$ cat src/hdl/lsr_pkg.sv
// ----------------------------------------------------------------------------
// Line segment rasteriser package
// Widths, register indexes and sequencer states shared by the rasteriser
// and its divider.
// ----------------------------------------------------------------------------
package lsr_pkg;

  localparam int CoordW    = 12;
  localparam int DiffW     = 13;
  localparam int DimW      = 7;
  localparam int PixW      = 6;
  localparam int SlopeBits = 16;
  localparam int NumW      = 28;
  localparam int DenW      = 12;
  localparam int CntW      = 5;
  localparam int SlopeW    = 29;
  localparam int OffW      = 16;
  localparam int ProdW     = 45;
  localparam int AccW      = 48;
  localparam int CfgIdxW   = 2;

  localparam logic [CfgIdxW-1:0] REG_WIDTH  = 2'd0;
  localparam logic [CfgIdxW-1:0] REG_HEIGHT = 2'd1;

  typedef enum logic [2:0] {
    ST_IDLE,
    ST_SETUP,
    ST_DECIDE,
    ST_DIV,
    ST_MUL,
    ST_INIT,
    ST_STEP,
    ST_FLUSH
  } state_t;

endpackage

$ cat src/hdl/lsr_divider.sv
// ----------------------------------------------------------------------------
// Slope divider
// Restoring unsigned divider, one quotient bit per cycle. Pulses done for a
// single cycle, set at the same clock edge that registers the last quotient bit.
// ----------------------------------------------------------------------------
module lsr_divider (
  input  logic                      clk,
  input  logic                      rst,
  input  logic                      start,
  input  logic [lsr_pkg::NumW-1:0]  numer,
  input  logic [lsr_pkg::DenW-1:0]  denom,
  output logic                      done,
  output logic [lsr_pkg::NumW-1:0]  quot
);

  logic                      busy;
  logic [lsr_pkg::CntW-1:0]  cnt;
  logic [lsr_pkg::DenW-1:0]  rem;
  logic [lsr_pkg::DenW-1:0]  den;
  logic [lsr_pkg::NumW-1:0]  nq;
  logic [lsr_pkg::DenW:0]    trial;
  logic [lsr_pkg::DenW+1:0]  diff;
  logic                      ge;

  always_comb begin
    trial = {rem, nq[lsr_pkg::NumW-1]};
    diff  = {1'b0, trial} - {2'b00, den};
    ge    = !diff[lsr_pkg::DenW+1];
  end

  always_ff @(posedge clk) begin
    if (rst) begin
      busy <= 1'b0;
      done <= 1'b0;
    end else begin
      done <= 1'b0;
      if (start) begin
        busy <= 1'b1;
      end else if (busy && cnt == lsr_pkg::CntW'(lsr_pkg::NumW - 1)) begin
        busy <= 1'b0;
        done <= 1'b1;
      end
    end
  end

  always_ff @(posedge clk) begin
    if (start) begin
      cnt <= '0;
      rem <= '0;
      nq  <= numer;
      den <= denom;
    end else if (busy) begin
      cnt <= cnt + lsr_pkg::CntW'(1);
      rem <= ge ? diff[lsr_pkg::DenW-1:0] : trial[lsr_pkg::DenW-1:0];
      nq  <= {nq[lsr_pkg::NumW-2:0], ge};
    end
  end

  assign quot = nq;

endmodule

$ cat src/hdl/line_segment_rasterizer.sv
// ----------------------------------------------------------------------------
// Line segment rasteriser
// Slope-based DDA: one segment in, its on-screen pixels out in rising
// major-axis order, the final one flagged by last_pixel.
//
// Input channel: in_valid/in_stall carries the two Q8.4 endpoints. in_stall
// is high from the transfer of a segment until its last pixel has been
// handed to the output register, so one segment is in flight at a time.
// Output channel: out_valid/out_stall carries pixel_x, pixel_y, last_pixel
// from an output register; a stalled pixel holds and the stepper waits.
// Per segment: the setup states SETUP and DECIDE, the restoring divider for
// the slope (28 quotient bits), a multiply and an add step, then one major
// column or row per cycle (at most MAX_DIM) unless a pixel waits on a stalled
// output, then a flush step for the final pixel.
// Segments with neither endpoint on screen leave after DECIDE, without a divide.
// Screen size is written on the cfg port, which the user must do only while
// idle (not enforced); reset sets both to 64, clears sequencer and out_valid.
// ----------------------------------------------------------------------------
module line_segment_rasterizer #(
  parameter int MAX_DIM   = 64,
  parameter int FRAC_BITS = 4
) (
  input  logic                                  clk,
  input  logic                                  rst,
  input  logic                                  cfg_write,
  input  logic [lsr_pkg::CfgIdxW-1:0]           cfg_index,
  input  logic [lsr_pkg::DimW-1:0]              cfg_data,
  input  logic                                  in_valid,
  output logic                                  in_stall,
  input  logic signed [lsr_pkg::CoordW-1:0]     start_x,
  input  logic signed [lsr_pkg::CoordW-1:0]     start_y,
  input  logic signed [lsr_pkg::CoordW-1:0]     finish_x,
  input  logic signed [lsr_pkg::CoordW-1:0]     finish_y,
  output logic                                  out_valid,
  input  logic                                  out_stall,
  output logic [lsr_pkg::PixW-1:0]              pixel_x,
  output logic [lsr_pkg::PixW-1:0]              pixel_y,
  output logic                                  last_pixel
);

  localparam int CW = lsr_pkg::CoordW;
  localparam int DW = lsr_pkg::DiffW;
  localparam int MW = lsr_pkg::DimW;
  localparam int PW = lsr_pkg::PixW;
  localparam int AW = lsr_pkg::AccW;
  localparam int FracAll = lsr_pkg::SlopeBits + FRAC_BITS;
  localparam logic [MW-1:0] MaxDim = MW'(MAX_DIM);

  lsr_pkg::state_t state, state_next;

  logic [MW-1:0] screen_width, screen_height;

  logic signed [CW-1:0] x1, y1, x2, y2;
  logic signed [DW-1:0] dx, dy;
  logic [DW-1:0]        adx, ady;
  logic                 on1, on2;
  logic [MW-1:0]        w, h;

  logic                 xmajor;
  logic signed [CW-1:0] maj1, min1;
  logic [PW-1:0]        first, last;
  logic                 empty;
  logic [MW-1:0]        minsize;
  logic                 neg;

  logic signed [lsr_pkg::SlopeW-1:0] slope;
  logic signed [lsr_pkg::ProdW-1:0]  prod;
  logic signed [AW-1:0]              acc;
  logic [PW-1:0]                     idx;

  logic          pend_valid;
  logic [PW-1:0] pend_x, pend_y;

  logic                      div_start, div_done;
  logic [lsr_pkg::NumW-1:0]  div_numer, div_quot;
  logic [lsr_pkg::DenW-1:0]  div_denom;

  // setup, SETUP state
  logic [MW-1:0]        w_c, h_c;
  logic signed [DW-1:0] dx_c, dy_c;
  logic [DW-1:0]        adx_c, ady_c;

  // setup, DECIDE state
  logic                 xmajor_c, zero_c, visible_c;
  logic signed [CW-1:0] maj1_c, maj2_c, min1_c, lo_c, hi_c, last_s_c;
  logic signed [DW-1:0] dmaj_c, dmin_c;
  logic [DW-1:0]        admaj_c, admin_c;
  logic [CW-1:0]        first_c, last_cl_c;
  logic [MW-1:0]        majsize_c;

  // stepping
  logic signed [lsr_pkg::OffW-1:0] off;
  logic signed [AW-1:0]            m_floor;
  logic                            hit;
  logic [PW-1:0]                   m_pix, hit_x, hit_y;
  logic                            out_free, step_adv, emit, emit_last;

  function automatic logic on_screen(input logic signed [CW-1:0] px,
                                     input logic signed [CW-1:0] py,
                                     input logic [MW-1:0] sw,
                                     input logic [MW-1:0] sh);
    logic [CW-1:0] ix, iy;
    ix = CW'(px >>> FRAC_BITS);
    iy = CW'(py >>> FRAC_BITS);
    return !px[CW-1] && !py[CW-1] && (ix < CW'(sw)) && (iy < CW'(sh));
  endfunction

  always_ff @(posedge clk) begin
    if (rst) begin
      screen_width  <= MW'(64);
      screen_height <= MW'(64);
    end else if (cfg_write) begin
      case (cfg_index)
        lsr_pkg::REG_WIDTH:  screen_width  <= cfg_data;
        lsr_pkg::REG_HEIGHT: screen_height <= cfg_data;
        default: ;
      endcase
    end
  end

  always_comb begin
    w_c   = (screen_width  > MaxDim) ? MaxDim : screen_width;
    h_c   = (screen_height > MaxDim) ? MaxDim : screen_height;
    dx_c  = {x1[CW-1], x1} - {x2[CW-1], x2};
    dy_c  = {y1[CW-1], y1} - {y2[CW-1], y2};
    adx_c = (dx_c[DW-1] ? DW'(-dx_c) : DW'(dx_c)) >> FRAC_BITS;
    ady_c = (dy_c[DW-1] ? DW'(-dy_c) : DW'(dy_c)) >> FRAC_BITS;
  end

  always_comb begin
    visible_c = on1 || on2;
    zero_c    = (adx == '0) && (ady == '0);
    xmajor_c  = adx >= ady;
    maj1_c    = xmajor_c ? x1 : y1;
    maj2_c    = xmajor_c ? x2 : y2;
    min1_c    = xmajor_c ? y1 : x1;
    majsize_c = xmajor_c ? w : h;
    dmaj_c    = xmajor_c ? DW'(-dx) : DW'(-dy);
    dmin_c    = xmajor_c ? DW'(-dy) : DW'(-dx);
    admaj_c   = dmaj_c[DW-1] ? DW'(-dmaj_c) : DW'(dmaj_c);
    admin_c   = dmin_c[DW-1] ? DW'(-dmin_c) : DW'(dmin_c);
    lo_c      = dmaj_c[DW-1] ? maj2_c : maj1_c;
    hi_c      = dmaj_c[DW-1] ? maj1_c : maj2_c;
    first_c   = lo_c[CW-1] ? '0 : CW'(lo_c >>> FRAC_BITS);
    last_s_c  = hi_c >>> FRAC_BITS;
    last_cl_c = ($signed(last_s_c) > $signed(CW'(majsize_c) - CW'(1))) ?
                (CW'(majsize_c) - CW'(1)) : CW'(last_s_c);
    div_numer = {admin_c[lsr_pkg::DenW-1:0], {lsr_pkg::SlopeBits{1'b0}}};
    div_denom = admaj_c[lsr_pkg::DenW-1:0];
  end

  lsr_divider u_div (
    .clk   (clk),
    .rst   (rst),
    .start (div_start),
    .numer (div_numer),
    .denom (div_denom),
    .done  (div_done),
    .quot  (div_quot)
  );

  always_comb begin
    off     = $signed(lsr_pkg::OffW'({{(lsr_pkg::OffW-PW){1'b0}}, first} << FRAC_BITS))
              - {{(lsr_pkg::OffW-CW){maj1[CW-1]}}, maj1};
    m_floor = acc >>> FracAll;
    hit     = (!acc[AW-1] && (m_floor < $signed({{(AW-MW){1'b0}}, minsize}))) ||
              ((m_floor == -AW'(1)) && (acc[FracAll-1:0] != '0));
    m_pix   = acc[AW-1] ? '0 : m_floor[PW-1:0];
    hit_x   = xmajor ? idx : m_pix;
    hit_y   = xmajor ? m_pix : idx;
  end

  always_ff @(posedge clk) begin
    if (rst) begin
      state <= lsr_pkg::ST_IDLE;
    end else begin
      state <= state_next;
    end
  end

  always_comb begin
    state_next = state;
    case (state)
      lsr_pkg::ST_IDLE:   if (in_valid) state_next = lsr_pkg::ST_SETUP;
      lsr_pkg::ST_SETUP:  state_next = lsr_pkg::ST_DECIDE;
      lsr_pkg::ST_DECIDE: begin
        if (!visible_c) begin
          state_next = lsr_pkg::ST_IDLE;
        end else if (zero_c) begin
          state_next = on1 ? lsr_pkg::ST_FLUSH : lsr_pkg::ST_IDLE;
        end else begin
          state_next = lsr_pkg::ST_DIV;
        end
      end
      lsr_pkg::ST_DIV:    if (div_done) state_next = lsr_pkg::ST_MUL;
      lsr_pkg::ST_MUL:    state_next = lsr_pkg::ST_INIT;
      lsr_pkg::ST_INIT:   state_next = empty ? lsr_pkg::ST_FLUSH : lsr_pkg::ST_STEP;
      lsr_pkg::ST_STEP:   if (step_adv && idx == last) state_next = lsr_pkg::ST_FLUSH;
      lsr_pkg::ST_FLUSH:  if (!pend_valid || out_free) state_next = lsr_pkg::ST_IDLE;
      default:            state_next = lsr_pkg::ST_IDLE;
    endcase
  end

  always_comb begin
    out_free  = !out_valid || !out_stall;
    in_stall  = (state != lsr_pkg::ST_IDLE);
    div_start = (state == lsr_pkg::ST_DECIDE) && visible_c && !zero_c;
    step_adv  = 1'b0;
    emit      = 1'b0;
    emit_last = 1'b0;
    case (state)
      lsr_pkg::ST_STEP: begin
        step_adv = !(hit && pend_valid && !out_free);
        emit     = step_adv && hit && pend_valid;
      end
      lsr_pkg::ST_FLUSH: begin
        emit      = pend_valid && out_free;
        emit_last = 1'b1;
      end
      default: ;
    endcase
  end

  always_ff @(posedge clk) begin
    case (state)
      lsr_pkg::ST_IDLE: begin
        x1 <= start_x;
        y1 <= start_y;
        x2 <= finish_x;
        y2 <= finish_y;
      end
      lsr_pkg::ST_SETUP: begin
        w   <= w_c;
        h   <= h_c;
        dx  <= dx_c;
        dy  <= dy_c;
        adx <= adx_c;
        ady <= ady_c;
        on1 <= on_screen(x1, y1, w_c, h_c);
        on2 <= on_screen(x2, y2, w_c, h_c);
      end
      lsr_pkg::ST_DECIDE: begin
        xmajor  <= xmajor_c;
        maj1    <= maj1_c;
        min1    <= min1_c;
        minsize <= xmajor_c ? h : w;
        neg     <= dmaj_c[DW-1] ^ dmin_c[DW-1];
        first   <= first_c[PW-1:0];
        last    <= last_cl_c[PW-1:0];
        empty   <= last_s_c[CW-1] || (first_c > last_cl_c);
        pend_x  <= PW'(x1 >>> FRAC_BITS);
        pend_y  <= PW'(y1 >>> FRAC_BITS);
      end
      lsr_pkg::ST_DIV: begin
        slope <= neg ? -$signed({1'b0, div_quot}) : $signed({1'b0, div_quot});
      end
      lsr_pkg::ST_MUL: begin
        prod <= lsr_pkg::ProdW'(slope) * lsr_pkg::ProdW'(off);
      end
      lsr_pkg::ST_INIT: begin
        acc <= $signed({{(AW-CW-lsr_pkg::SlopeBits){min1[CW-1]}}, min1,
                        {lsr_pkg::SlopeBits{1'b0}}}) + AW'(prod);
        idx <= first;
      end
      lsr_pkg::ST_STEP: begin
        if (step_adv) begin
          acc <= acc + (AW'(slope) <<< FRAC_BITS);
          idx <= idx + PW'(1);
          if (hit) begin
            pend_x <= hit_x;
            pend_y <= hit_y;
          end
        end
      end
      default: ;
    endcase
  end

  always_ff @(posedge clk) begin
    if (rst) begin
      pend_valid <= 1'b0;
    end else if (state == lsr_pkg::ST_DECIDE) begin
      pend_valid <= visible_c && zero_c && on1;
    end else if (state == lsr_pkg::ST_STEP && step_adv && hit) begin
      pend_valid <= 1'b1;
    end else if (state == lsr_pkg::ST_FLUSH && emit) begin
      pend_valid <= 1'b0;
    end
  end

  always_ff @(posedge clk) begin
    if (rst) begin
      out_valid <= 1'b0;
    end else if (emit) begin
      out_valid <= 1'b1;
    end else if (!out_stall) begin
      out_valid <= 1'b0;
    end
  end

  always_ff @(posedge clk) begin
    if (emit) begin
      pixel_x    <= pend_x;
      pixel_y    <= pend_y;
      last_pixel <= emit_last;
    end
  end

endmodule

$ cat config.mk
export PLATFORM = sky130hd
export DESIGN_NAME = line_segment_rasterizer
export DESIGN_NICKNAME = d
export VERILOG_FILES = /design/src/hdl/lsr_pkg.sv /design/src/hdl/lsr_divider.sv /design/src/hdl/line_segment_rasterizer.sv
export SDC_FILE = /design/constraint.sdc
export NUM_CORES = 2
export LEC_CHECK = 0
export ABC_AREA = 1
export BUFFER_PORTS_ARGS = -buffer_cell sky130_fd_sc_hd__buf_2
export CORE_UTILIZATION = 55
export DETAILED_ROUTE_END_ITERATION = 8
export PLACE_DENSITY = 0.78
export SKIP_LAST_GASP = 1
export SLEW_MARGIN = 15
export SYNTH_ARGS = -nofsm -noshare
export SYNTH_HDL_FRONTEND = slang
export SYNTH_HIERARCHICAL = 1
export SYNTH_SLANG_ARGS = --single-unit
$ cat constraint.sdc
create_clock -name clk -period 8 [get_ports clk]
set_input_delay 0 -clock clk [delete_from_list [all_inputs] [get_ports clk]]
set_output_delay 0 -clock clk [all_outputs]
set_load 0.02 [all_outputs]
==> reports/results.ini <==
[run_status]
status=finished, final reports clean

[yosys]
synthTopCellsByArea=edfxtp_1, fa_1, nand2_1
synthArstFlopShare_pct=0
synth_compound_area_share_pct=8.86
ys_seq_elements=382
synth_top_family_by_area=adder cells
synth_mux_area_share_pct=0
yosysUniqueCellTypes=60
ys_seq_area_share_pct=28.7
syn-cell-area_mm2=0.0386
synth_cells=4851
synth_top_area_cell=edfxtp_1
yosysMostFrequentCell=nand2_1
synth_fa_ha_area_share_pct=26.6
synthFlopType=edfxtp_1
syn_area_per_cell_um2=7.97
synth_top_area_share_pct=26.7
synth_edf_count=344
yosys_warnings=6
synth-xor-area-share_pct=3.24
synthTopCellsByCount=nand2_1, inv_1, nor2_1, edfxtp_1, fa_1
yosys.area_share.simple_pct=22.6

[clock_tree]
root_buffer=clkbuf_16
path_clk_slew_ps=60
clkLatencyLatePin_ps=620
clockBufferDepth=3
cts_sinks=382
cts_setup_buffers=0
numCtsBuffers=47
htree_levels=2
cts_tree=done

[floorplanning]
die_h_um=267
initial_core_util_pct=56.0
die_w_um=267
core_area_mm2=0.0691
ios=77
rows=96
die-area_mm2=0.0713

[drt]
vias=32800
drt_iter0_drc=2818
ant_nets=0
drt-total-wl_mm=110
drtPass1Iterations=6
drc=0
avgRoutedWirePerCell_um=18.4
avgViaCountPerCell=5.50

[timing]
rsz0062_at_grt=no
finalSetupViolCount=0
slew_headroom_pct=29.2
finalHoldViolCount=0
tightest_slew_ps=1060
period_share_pct=94.3
min_period_ps=7550
final-max-slew-violation-count=0
tns_ps=0
finalWorstSetupSlack_ps=452
skew_ps=40.4
max_freq_ghz=0.132

[flow_run]
cap_violations=0

[place]
place_congestion=0.999
placed_cell_area_mm2=0.0400
pre_cts_slack_ps=508
numPortBuffers=76
dp_hpwl_mm=86.6

[setup_path]
critPathRequiredTime_ps=8350
crit_path_max_fanout=15
path_class=reg -> reg
arrival_ps=7900
start_kind=flip-flop
endpoint_kind=flip-flop

[finish]
postLayoutCellArea_mm2=0.0425
drive_gt1_share_pct=5.74
syn2layout_area_growth_pct=10.0
nets=5675
fin_util_pct=61.6

[global_routing]
antenna_found_initial=2
grt_pass1_vias=32500
grt_start_max_net_pins=74
globalRouteTotalUtil_pct=31.4
grt_pass1_wl_mm=174
overflow=0

[worst_hold_path]
hold_class=in -> reg

per-layer routing:
metal / global-route usage, % / vias to the layer above / routed length (µm)
li1: - / 15800 / -
met1: 40.9 / 15500 / 45100
met2: 53.9 / 1306 / 52700
met3: 4.38 / 242 / 8210
met4: 10.3 / 0 / 3730
met5: 0 / - / 0
worst paths after layout:
path,from,end,slack (ps),depth (start not counted)
worst min register to register,pend_y[5],pixel_y[5],420,0
worst min-delay path,start_y[5],y1[5],80,2
worst max register to register,first[1],prod[40],450,24
worst max-delay path,first[1],prod[40],450,24
flip-flops by register name (all words and copies together) (netlist names), 13 cells and up:
| name | cells |
|---|---|
| acc | 48 |
| prod | 42 |
| slope | 29 |
| u_div/quot | 28 |
| dx | 13 |
| dy | 13 |
layout by cell type (no fill, tap or decap), drive strengths merged, types with 2 or more instances in the layout:
cell type	synthesis	final
nand3b	16	16
conb	1	16
xnor2	47	47
a31oi	22	22
o21a	8	8
a21oi	207	207
and3	3	3
o22ai	2	2
a221oi	2	2
a21boi	8	8
o211ai	12	12
o21bai	28	28
clkinv	9	22
a21o	13	13
nor2	487	487
nand4	81	81
a211oi	5	5
nor3	43	43
o31ai	3	3
dlygate4sd3	0	77
a22oi	3	3
xor2	95	95
clkbuf	81	58
nor4	19	19
o21ai	297	297
fa	343	343
buf	31	117
nand3	199	199
bufinv	0	5
ha	273	273
o221ai	5	5
nor3b	4	4
and2	4	4
clkinvlp	0	4
or2	20	20
inv	872	880
nand2	1223	1223
dfxtp	38	38
edfxtp	344	344
what timing repair did:
| item | 4_1_cts | 5_1_grt |
|---|---|---|
| hold buffers | 77 | 0 |
| resized for setup | 0 | 1 |
| setup endpoints to repair | 0 | 4 |
| hold endpoints to repair | 69 | 0 |
final cells by class:
class / count / area, µm²
diodes: 1 / 2.50
repair buffers: 194 / 1460
multi-input cells: 3491 / 23800
clock inverters: 30 / 393
flip-flops and latches: 382 / 11100
fillers: 5995 / 26600
inverters: 881 / 3310
well taps: 931 / 1160
clock buffers: 58 / 1300
stage by stage:
stage	std cells	hold slack, ps
floorplan	4866	69.1
global placement	5802	176
global route	5967	78.7
detailed placement	5802	178
finish	5968	83.5
CTS	5967	56.4
cell families (layout without fill, tap and decap cells):
logic type,count (synthesis),after routing
compound gates,617,617
fa+ha+maj,616,616
simple gates,2100,2100
xor+xnor,142,142
flops,382,382
other cells,1,17
buf+inv,993,1163
worst max-delay path, stage by stage (launching register included):
cell and delay (ps):
edfxtp_1 390, ha_1 390, inv_1 80, nor4_1 300, nand3_1 120, o2111ai_1 130, nand2_1 210, nand2_1 660
buf_4 350, nor2_1 90, fa_1 560, inv_1 50, fa_1 510, fa_1 530, fa_1 520, fa_1 550
inv_1 40, ha_1 290, ha_1 380, a21oi_1 210, a21boi_0 290, o221ai_1 160, a21oi_1 170, nand3_1 150
xor2_1 170
Power is left out: the tool's default activity adds up to more than one toggle a clock period on the data nets, which glitch-free logic cannot reach.
